$ cat src/sv/avs_pkg.sv
// Shared types, constants and lookup functions for the voltmeter display scanner.
// No dependencies; every other file of the block refers to it by scoped names.
`default_nettype none

package avs_pkg;

	localparam int unsigned SAMPLE_W    = 10;
	localparam int unsigned VALUE_W     = 13;
	localparam int unsigned IDX_W       = 2;
	localparam int unsigned DIGIT_COUNT_DEF = 4;
	localparam int unsigned FRAC_W      = 26;
	localparam int unsigned RECIP_W     = 23;
	localparam int unsigned MV_SCALE    = 625;
	localparam int unsigned MV_SHIFT    = 7;

	localparam logic [7:0] DP_MASK     = 8'b1000_0000;
	localparam logic [7:0] ANODE_FIRST = 8'b1000_0000;

	typedef enum logic [1:0] {
		FUNC_SAMPLE = 2'd0,
		FUNC_TICK   = 2'd1,
		FUNC_ENABLE = 2'd2,
		FUNC_MODE   = 2'd3
	} func_t;

	localparam logic [1:0] MODE_BLANK = 2'd0;
	localparam logic [1:0] MODE_RAW   = 2'd1;
	localparam logic [1:0] MODE_MV    = 2'd2;

	// one request as it leaves the state stage
	typedef struct packed {
		logic               tick;
		logic               blank;
		logic [VALUE_W-1:0] value;
		logic [IDX_W-1:0]   idx;
		logic               led;
		logic [1:0]         mode;
	} scan_req_t;

	// ceil(2^FRAC_W / 10^(idx+1)); the fraction of value*recip holds the wanted digit
	function automatic logic [RECIP_W-1:0] digit_recip(input logic [IDX_W-1:0] idx);
		logic [RECIP_W-1:0] r;
		case (idx)
			2'd0:    r = 23'd6710887;
			2'd1:    r = 23'd671089;
			2'd2:    r = 23'd67109;
			default: r = 23'd6711;
		endcase
		return r;
	endfunction

	function automatic logic [6:0] seg_decode(input logic [3:0] d);
		logic [6:0] s;
		case (d)
			4'd0:    s = 7'b1011111;
			4'd1:    s = 7'b0000110;
			4'd2:    s = 7'b0111011;
			4'd3:    s = 7'b0101111;
			4'd4:    s = 7'b1100110;
			4'd5:    s = 7'b1101101;
			4'd6:    s = 7'b1111101;
			4'd7:    s = 7'b0000111;
			4'd8:    s = 7'b1111111;
			4'd9:    s = 7'b1101111;
			default: s = 7'b0000000;
		endcase
		return s;
	endfunction

endpackage

`default_nettype wire

$ cat src/sv/adc_voltmeter_seven_segment_scan.sv
// Voltmeter seven-segment scanner, top level.
// Input channel (in_valid/in_ready): one request per accepted beat, func selects
// a sample load, a scan tick, an enable toggle or a mode step; sample is used on
// loads only and is held as zero while disabled.
// Output channel (out_valid/out_ready): exactly one result per request, carrying
// the segment and anode latches, the green status LED and the display mode as
// they stand after that request.
// Pipeline: input register, then the state and scaling stage with the millivolt
// multiplier, then the digit stage with the reciprocal multiplier feeding the
// result register.
// Throughput: one request per cycle; the pipeline moves as a whole whenever the
// result register is empty or being taken.
// A stall on out_ready holds every stage and drops in_ready in the same cycle.
// Reset (arst_n low) clears the held sample, enable, mode, scan index and both
// latches; the display starts blank, LED red.
// Depends on avs_pkg, avs_ctrl and avs_digit.
`default_nettype none

module adc_voltmeter_seven_segment_scan #(
	parameter int unsigned DIGIT_COUNT = avs_pkg::DIGIT_COUNT_DEF
) (
	input  wire logic                          clk,
	input  wire logic                          arst_n,
	input  wire logic                          in_valid,
	output logic                               in_ready,
	input  wire logic [1:0]                    func,
	input  wire logic [avs_pkg::SAMPLE_W-1:0]  sample,
	output logic                               out_valid,
	input  wire logic                          out_ready,
	output logic [7:0]                         segments,
	output logic [7:0]                         anode_select,
	output logic                               led_green,
	output logic [1:0]                         display_mode
);

	logic               adv;
	logic               valid_s2;
	avs_pkg::scan_req_t req_s2;

	assign adv      = !out_valid || out_ready;
	assign in_ready = adv;

	avs_ctrl #(
		.DIGIT_COUNT (DIGIT_COUNT)
	) u_ctrl (
		.clk      (clk),
		.arst_n   (arst_n),
		.adv      (adv),
		.in_valid (in_valid),
		.func     (func),
		.sample   (sample),
		.req_s2   (req_s2),
		.valid_s2 (valid_s2)
	);

	avs_digit u_digit (
		.clk          (clk),
		.arst_n       (arst_n),
		.adv          (adv),
		.valid_s2     (valid_s2),
		.req_s2       (req_s2),
		.valid_s3     (out_valid),
		.segments     (segments),
		.anode_select (anode_select),
		.led_green    (led_green),
		.display_mode (display_mode)
	);

endmodule

`default_nettype wire

$ cat src/sv/avs_ctrl.sv
// Input register and state stage: held sample, enable, mode and scan index.
// Scales the shown value and hands one scan request per item to the digit stage.
// Depends on avs_pkg.
`default_nettype none

module avs_ctrl #(
	parameter int unsigned DIGIT_COUNT = avs_pkg::DIGIT_COUNT_DEF
) (
	input  wire logic                           clk,
	input  wire logic                           arst_n,
	input  wire logic                           adv,
	input  wire logic                           in_valid,
	input  wire logic [1:0]                     func,
	input  wire logic [avs_pkg::SAMPLE_W-1:0]   sample,
	output avs_pkg::scan_req_t                  req_s2,
	output logic                                valid_s2
);

	localparam logic [avs_pkg::IDX_W-1:0] IDX_LAST =
		avs_pkg::IDX_W'(DIGIT_COUNT - 1);

	logic                           valid_s1;
	logic [1:0]                     func_s1;
	logic [avs_pkg::SAMPLE_W-1:0]   sample_s1;

	logic [avs_pkg::SAMPLE_W-1:0]   held_q;
	logic                           enabled_q;
	logic [1:0]                     mode_q;
	logic [avs_pkg::IDX_W-1:0]      idx_q;

	logic [avs_pkg::SAMPLE_W-1:0]   held_d;
	logic                           enabled_d;
	logic [1:0]                     mode_d;
	logic [avs_pkg::IDX_W-1:0]      idx_d;
	logic                           tick;
	logic                           blank;
	logic [19:0]                    scaled;
	logic [avs_pkg::VALUE_W-1:0]    value;

	always_ff @(posedge clk or negedge arst_n) begin
		if (!arst_n) begin
			valid_s1 <= 1'b0;
		end else if (adv) begin
			valid_s1 <= in_valid;
		end
	end

	always_ff @(posedge clk) begin
		if (adv) begin
			func_s1   <= func;
			sample_s1 <= sample;
		end
	end

	always_comb begin
		held_d    = held_q;
		enabled_d = enabled_q;
		mode_d    = mode_q;
		idx_d     = idx_q;
		tick      = 1'b0;
		blank     = (mode_q == avs_pkg::MODE_BLANK);
		unique case (avs_pkg::func_t'(func_s1))
			avs_pkg::FUNC_SAMPLE: begin
				held_d = enabled_q ? sample_s1 : '0;
			end
			avs_pkg::FUNC_TICK: begin
				tick = 1'b1;
				if (!blank) begin
					idx_d = (idx_q == IDX_LAST) ? '0 : idx_q + 1'b1;
				end
			end
			avs_pkg::FUNC_ENABLE: begin
				enabled_d = ~enabled_q;
			end
			avs_pkg::FUNC_MODE: begin
				mode_d = (mode_q == avs_pkg::MODE_MV || mode_q == 2'd3) ?
					avs_pkg::MODE_BLANK : mode_q + 1'b1;
			end
			default: begin
			end
		endcase
	end

	assign scaled = 20'(held_q) * 20'(avs_pkg::MV_SCALE);
	assign value  = (mode_q == avs_pkg::MODE_MV) ?
		scaled[avs_pkg::MV_SHIFT +: avs_pkg::VALUE_W] : avs_pkg::VALUE_W'(held_q);

	always_ff @(posedge clk or negedge arst_n) begin
		if (!arst_n) begin
			held_q    <= '0;
			enabled_q <= 1'b0;
			mode_q    <= avs_pkg::MODE_BLANK;
			idx_q     <= '0;
			valid_s2  <= 1'b0;
		end else if (adv) begin
			valid_s2 <= valid_s1;
			if (valid_s1) begin
				held_q    <= held_d;
				enabled_q <= enabled_d;
				mode_q    <= mode_d;
				idx_q     <= idx_d;
			end
		end
	end

	always_ff @(posedge clk) begin
		if (adv) begin
			req_s2.tick  <= tick;
			req_s2.blank <= blank;
			req_s2.value <= value;
			req_s2.idx   <= idx_q;
			req_s2.led   <= enabled_d;
			req_s2.mode  <= mode_d;
		end
	end

`ifndef NO_ASSERTIONS
	a_mode_range: assert property (@(posedge clk) disable iff (!arst_n)
		mode_q != 2'd3)
		else $error("mode register reached an unused code");
`endif

endmodule

`default_nettype wire

$ cat src/sv/avs_digit.sv
// Digit stage and result register: extracts one decimal digit, decodes segments,
// selects the anode and holds the display latches. Depends on avs_pkg.
`default_nettype none

module avs_digit (
	input  wire logic                 clk,
	input  wire logic                 arst_n,
	input  wire logic                 adv,
	input  wire logic                 valid_s2,
	input  wire avs_pkg::scan_req_t   req_s2,
	output logic                      valid_s3,
	output logic [7:0]                segments,
	output logic [7:0]                anode_select,
	output logic                      led_green,
	output logic [1:0]                display_mode
);

	logic [35:0]                  prod;
	logic [avs_pkg::FRAC_W-1:0]   frac;
	logic [29:0]                  frac10;
	logic [3:0]                   digit;
	logic [7:0]                   seg_d;
	logic [7:0]                   anode_d;

	logic [7:0] seg_q;
	logic [7:0] anode_q;
	logic       led_q;
	logic [1:0] mode_q;

	assign prod    = 36'(req_s2.value) * 36'(avs_pkg::digit_recip(req_s2.idx));
	assign frac    = prod[avs_pkg::FRAC_W-1:0];
	assign frac10  = 30'({frac, 3'b000}) + 30'({frac, 1'b0});
	assign digit   = frac10[29:avs_pkg::FRAC_W];
	assign anode_d = avs_pkg::ANODE_FIRST >> req_s2.idx;
	assign seg_d   = {(req_s2.idx == 2'd1), avs_pkg::seg_decode(digit)};

	always_ff @(posedge clk or negedge arst_n) begin
		if (!arst_n) begin
			valid_s3 <= 1'b0;
			seg_q    <= '0;
			anode_q  <= '0;
			led_q    <= 1'b0;
			mode_q   <= avs_pkg::MODE_BLANK;
		end else if (adv) begin
			valid_s3 <= valid_s2;
			if (valid_s2) begin
				led_q  <= req_s2.led;
				mode_q <= req_s2.mode;
				if (req_s2.tick) begin
					seg_q   <= req_s2.blank ? 8'h00 : seg_d;
					anode_q <= req_s2.blank ? 8'h00 : anode_d;
				end
			end
		end
	end

	assign segments     = seg_q;
	assign anode_select = anode_q;
	assign led_green    = led_q;
	assign display_mode = mode_q;

`ifndef NO_ASSERTIONS
	a_anode_onehot: assert property (@(posedge clk) disable iff (!arst_n)
		$onehot0(anode_q) && (anode_q[3:0] == 4'h0))
		else $error("anode select not one-hot in upper nibble");

	a_dp_digit: assert property (@(posedge clk) disable iff (!arst_n)
		seg_q[7] == (anode_q == 8'h40))
		else $error("decimal point lit on wrong digit");

	a_blank_pair: assert property (@(posedge clk) disable iff (!arst_n)
		(anode_q == 8'h00) == (seg_q == 8'h00))
		else $error("segments and anode disagree on blank");
`endif

endmodule

`default_nettype wire

$ cat config.mk
export PLATFORM = sky130hd
export DESIGN_NAME = adc_voltmeter_seven_segment_scan
export DESIGN_NICKNAME = d
export VERILOG_FILES = /design/src/sv/avs_pkg.sv /design/src/sv/adc_voltmeter_seven_segment_scan.sv /design/src/sv/avs_ctrl.sv /design/src/sv/avs_digit.sv
export SDC_FILE = /design/constraint.sdc
export NUM_CORES = 1
export LEC_CHECK = 0
export BUFFER_PORTS_ARGS = -buffer_cell sky130_fd_sc_hd__buf_4
export CORE_ASPECT_RATIO = 1.25
export CORE_MARGIN = 2
export CORE_UTILIZATION = 59
export CTS_CLUSTER_SIZE = 25
export DETAILED_ROUTE_END_ITERATION = 10
export PLACE_DENSITY = 0.75
export SLEW_MARGIN = 20
export SYNTH_ARGS = -nofsm -noshare
export SYNTH_HDL_FRONTEND = slang
export SYNTH_SLANG_ARGS = --single-unit
$ cat constraint.sdc
create_clock -name clk -period 7.7 [get_ports clk]
set_input_delay 1.54 -clock clk [delete_from_list [all_inputs] [get_ports clk]]
set_output_delay 1.54 -clock clk [all_outputs]
set_load 0.1 [all_outputs]
Yosys cells after proc, flatten, opt, wreduce, memory -nomap -nowiden:

Memories as Yosys holds them, arrays and structs flattened.
Index checks and enable logic that the tools add are counted.

* memories: 1
* input bits: 16
* bits in registers: 69
* logic and storage cells: 58
* output and inout bits: 21
* ROM bits: 112

Memories
* (no name shown): depth 16, bits a word 7, read ports 1, clocked after Yosys merged registers in 0, write ports 0, RTL line avs_pkg.sv:54 `case (d)`

* $add $sub $neg: 3
* mux-type cells: 10
* shift-type cells: 1
* multiply operators: 2
* equality and inequality tests: 8
* bitwise operators: 2
* reductions and logical operators: 11

Operators by type and width (number)
* $pmux W23 S3: 1
* $add A29 B27 Y30: 1
* $mul A13 B23 Y26: 1
* $mul A10 B10 Y20 const B: 1
* $mux W10: 2
* $mux W8: 2
* $eq A2 B2 Y1 const B: 6
* $shr A8 B2 Y8 const A: 1
* $logic_not A2 Y1: 3
* $mux W2: 3
* $reduce_and A3 Y1: 2
* $add A2 B1 Y2 const B: 2
* $eq A2 B1 Y1 const B: 2
* $reduce_and A2 Y1: 2
* $reduce_and A4 Y1: 1
* $logic_or A1 B1 Y1: 2
* $mux W1: 2
* $not A1 Y1: 2
* $logic_not A1 Y1: 1

Depth between registers and ports, before layout:

An unclocked memory read counts as a cell.

* depth after elaboration: 6
* gate-level depth with buffers: 40
* mapped depth without buffers: 38

Cells and area by module:

From an unflattened synthesis, not the netlist that was laid out.

* cell total of the unflattened synthesis: 1259
* area total of the unflattened synthesis: 11845.1 um^2

By module, submodules not included
* avs_digit: instances 1, area each 8360.5 um^2, sequential area each 375.4 um^2, cells an instance 941
* avs_ctrl: instances 1, area each 3478.3 um^2, sequential area each 1386.3 um^2, cells an instance 317
* adc_voltmeter_seven_segment_scan: instances 1, area each 6.3 um^2, sequential area each 0.0 um^2, cells an instance 1

Worst setup path after synthesis:

OpenSTA, ideal clock, no wires.

* path type: register to register
* from: register, netlist name u_ctrl.req_s2[4]
* to: register u_digit.seg_q[1] (netlist: u_digit.segments[1])
* period minus slack after synthesis: 7900 ps
* setup time: 122 ps
* data arrival time: 7778 ps
* cell stages (with the launch flop): 38
* setup slack: -200 ps
* data required time: 7578 ps
* path buffers: 2
* path through: edfxtp_1 -> inv_2 -> ha_1 -> clkbuf_1 -> or2_2 -> clkbuf_1 -> and2_1 -> fa_1 -> inv_1 -> fa_1 -> inv_1 -> fa_1 -> fa_1 -> inv_1 -> fa_1 -> inv_1 -> ha_1 -> and4_4 -> (+2 left out) -> nand2_1 -> a21oi_1 -> o21bai_1 -> xor2_1 -> ha_1 -> a21oi_1 -> nor2b_1 -> o21ai_0 -> nand2_1 -> a21o_1 -> nand3_1 -> a211o_1 -> nand2_1 -> and2_2 -> xnor2_1 -> ha_1 -> nand3b_1 -> a22o_1

* cells in the longest elaborated chain, start to end: 6
* elaborated cells between the ends (all ways): 8
* classes of those cells: 1 x add/sub; 1 x mul; 2 x eq/ne; 2 x mux; 1 x reduce/logical; 1 x memory

Ends and longest elaborated chain
* $eq A2 B2 Y1 (tied with other cells): RTL line avs_pkg.sv:43 `case (idx)`
* $pmux W23 S3 (*): RTL line avs_pkg.sv:43
* $mul A13 B23 Y26 (*): RTL line avs_digit.sv:30 `assign prod = 36'(req_s2.value) * 36'(avs_pkg::digit_recip(req_s2.idx));`
* $add A29 B27 Y30 (*): RTL line avs_digit.sv:32 `assign frac10 = 30'({frac, 3'b000}) + 30'({frac, 1'b0});`
* $mem_v2 Z16 W7 (*)
* $mux W8 (*): RTL line avs_digit.sv:50 `seg_q <= req_s2.blank ? 8'h00 : seg_d;`
* end signal: assignment: RTL line avs_digit.sv:50
* end: declaration: RTL line avs_digit.sv:25 `logic [7:0] seg_q;`

Every way passes the cells marked *; elsewhere a longest branch is shown, timed or not.
A chain may end at the register's enable or synchronous reset.

Final worst setup path:

* from: register, netlist name u_ctrl.req_s2[3]
* to: register u_digit.seg_q[0] (netlist: u_digit.segments[0])

* cells in the longest elaborated chain, start to end: 6
* elaborated cells between the ends (all ways): 8
* classes of those cells: 1 x add/sub; 1 x mul; 2 x eq/ne; 2 x mux; 1 x reduce/logical; 1 x memory

Ends and longest elaborated chain (RTL line)
* $eq A2 B2 Y1 (tied with other cells): avs_pkg.sv:43
* $pmux W23 S3 (*): avs_pkg.sv:43
* $mul A13 B23 Y26 (*): avs_digit.sv:30
* $add A29 B27 Y30 (*): avs_digit.sv:32
* $mem_v2 Z16 W7 (*)
* $mux W8 (*): avs_digit.sv:50

Marks and branches as above.

==> results.txt <==
vias post-DR: 7944
Yosys cell types: 68
Routed Antenna Nets: 0
worst-path fanout max: 7
most frequent cells in the layout: 257 x inv_1, 158 x fa_1, 156 x ha_1
global-route wire length before repair: 39740 um
Nets: 1565
total wire length: 24770 um
Final period util: 0.9770
Initial Util: 0.6045
CP arrival: 7740 ps
Fin Hold WS: 482.0 ps
R2R Setup Slk: 180 ps
Tmin final: 7523 ps
critical path type: flop to flop
pre-CTS setup slack: -65.44 ps
YS warnings: 0
family with the most delay on the worst path: adder cells
Cells after Synth: 1140
reg2reg end: u_digit.segments[0]$_DFFE_PN0P_
initial antenna violation count: 0
MaxCap Viol Count: 0
final count of hold timing violations: 0
max incr delay on CP: 560 ps
cts hold-fix bufs: 0
Top FF cell, synth: edfxtp_1
fin cells: 1448
Vias/cell: 5.486
run status: finished, final reports clean
Die W: 126.3 um
fin worst setup slack: 177.3 ps
Avg Inst Size Synth: 9.669 sq um
fmax: 0.1329 GHz
most common cell after layout, fill and taps aside: inv_1
crit-path most repeated cell: fa_1
placer congestion estimate: 0.9757
HP Class: flop to flop
top-area cell type share of the netlist area: 0.2906
cell depth of the worst setup path: 36
Slew headroom: 0.3894
CTS tree: done
initial DRC count: 390
Vert. Die Dim: 156.8 um
vias in the first global route: 8236
htree depth: 3
top post-synthesis cells by area: fa_1 29%, ha_1 20%, inv_1 9.2%
Post-synth EDFFs: 32
# rows: 55
die area: 19800 sq um
Root Driver: clkbuf_16
Clock Path Buffers: 2
WP data required: 7920 ps
Worst Setup Start Kind: flop
clock sinks: 64
Async SR Flop Fraction: 0.5000
total gr overflow: 0
routed wire length per instance: 17.10 um
# setup viols final: 0
Area Growth Syn to Fin: 14.05%
CTS clock-pin slew for the worst setup and hold paths: 60 ps
core outline area: 18240 sq um
RSZ-0062 raised after global routing: yes
PortBufs: 32
Seq/Total Area, Yosys: 0.1598
CP Capture Type: flop
FF-to-FF path depth: 36
layout cells sized above 1: 0.1623
CTS buffer count: 9
# DRC: 0
RR Startpoint: u_ctrl.req_s2[3]$_DFFE_PN_
CP startpoint: u_ctrl.req_s2[3]$_DFFE_PN_
largest net degree at the start of global routing: 41
clock skew: 9.360 ps
placed cells: 1404
FF+latch count, synth: 64
CP max stage cell: fa_1
Pre-Repair DR Iteration Count: 6
final antenna diode count: 0
dpl hpwl: 20380 um
CP Buf/Inv Count: 8
cell taking the most area after synthesis: fa_1
Total GRT Usage: 0.2569
# fillers: 1323
Final Slew Violations: 0
setup TNS: 0 ps
IO Pins: 37
mapped cell area: 11020 sq um
Worst-Margin Slew: 916.0 ps
Worst setup endpoint: u_digit.segments[0]$_DFFE_PN0P_
worst-skew pair later-pin latency: 330 ps
[cells by family after synthesis]
group | after synthesis | synth area share
mux | 7 | 0.007151
xor+xnor | 55 | 0.04438
fa+ha+maj | 335 | 0.4890
other cells | 1 | 0.0003402
buf+inv | 299 | 0.1039
compound gates | 138 | 0.08502
flops | 64 | 0.1598
simple gates | 241 | 0.1104
[timing repair]
| action | in CTS | in global routing |
|---|---|---|
| pin swaps | 0 | 70 |
| buffers inserted | 1 | 27 |
| endpoints found under the setup margin | 4 | 7 |
| resized for setup | 3 | 76 |
[worst min-delay path by stage]
stage                               startpoint                               to  slack, ps  cells after the start
2_1_floorplan      u_ctrl.idx_q[1]$_DFFE_PN0P_       u_ctrl.req_s2[4]$_DFFE_PN_        450                      0
3_3_place_gp   u_digit.segments[2]$_DFFE_PN0P_  u_digit.segments[2]$_DFFE_PN0P_        460                      2
3_5_place_dp   u_digit.segments[2]$_DFFE_PN0P_  u_digit.segments[2]$_DFFE_PN0P_        470                      2
4_1_cts        u_digit.segments[2]$_DFFE_PN0P_  u_digit.segments[2]$_DFFE_PN0P_        480                      2
5_1_grt             u_ctrl.req_s2[2]$_DFFE_PN_    u_digit.led_green$_DFFE_PN0P_        490                      1
6_report            u_ctrl.req_s2[2]$_DFFE_PN_    u_digit.led_green$_DFFE_PN0P_        480                      1
[metrics by stage]
| stage | utilization | area, sq um |
|---|---|---|
| 6_report | 0.6894 | 12570 |
| 4_1_cts | 0.6619 | 12070 |
| 3_3_place_gp | 0.6431 | 11730 |
| 2_1_floorplan | - | 11130 |
| 5_1_grt | 0.6894 | 12570 |
| 3_5_place_dp | 0.6431 | 11730 |
[area by class of cell]
type | count | area, sq um | share of cell area
Sequential cell | 64 | 1762 | 0.1401
Clock inverter | 7 | 93.84 | 0.007464
Timing Repair Buffer | 88 | 686.9 | 0.05464
Multi-Input combinational cell | 780 | 8496 | 0.6758
Inverter | 272 | 1023 | 0.08141
Tap cell | 228 | 285.3 | 0.02269
Clock buffer | 9 | 225.2 | 0.01791
[per-layer routing]
metal | track usage | wire [um] | vias up
met3 | 0.02154 | 724 | 69
met4 | 0.1413 | 1315 | 0
li1 | - | - | 3743
met5 | 0 | 0 | -
met1 | 0.2881 | 9198 | 3947
met2 | 0.4800 | 13530 | 185
[registers in the layout, summed over array words and instances, names as in the netlist]
name and count:
u_ctrl.enabled_q 1, u_ctrl.func_s1 2, u_ctrl.held_q 10, u_ctrl.idx_q 2, u_ctrl.mode_q 2, u_ctrl.req_s2 20
u_ctrl.sample_s1 10, u_ctrl.valid_s1 1, u_ctrl.valid_s2 1, u_digit.anode_select 3, u_digit.display_mode 2, u_digit.led_green 1
u_digit.segments 8, u_digit.valid_s3 1
[Yosys cell counts (19+ instances only)]
cell      number
edfxtp_1      32
ha_1         174
dfrtp_1       32
xnor2_1       40
nand2b_1      25
nor2_1        33
nand2_1       84
fa_1         160
clkbuf_1      19
a21oi_1       28
and2_1        26
inv_1        271
o21ai_0       35
nor2b_1       27
Power is not shown: default switching activity piles up to over one toggle a cycle in this logic, so the estimate is an artifact.
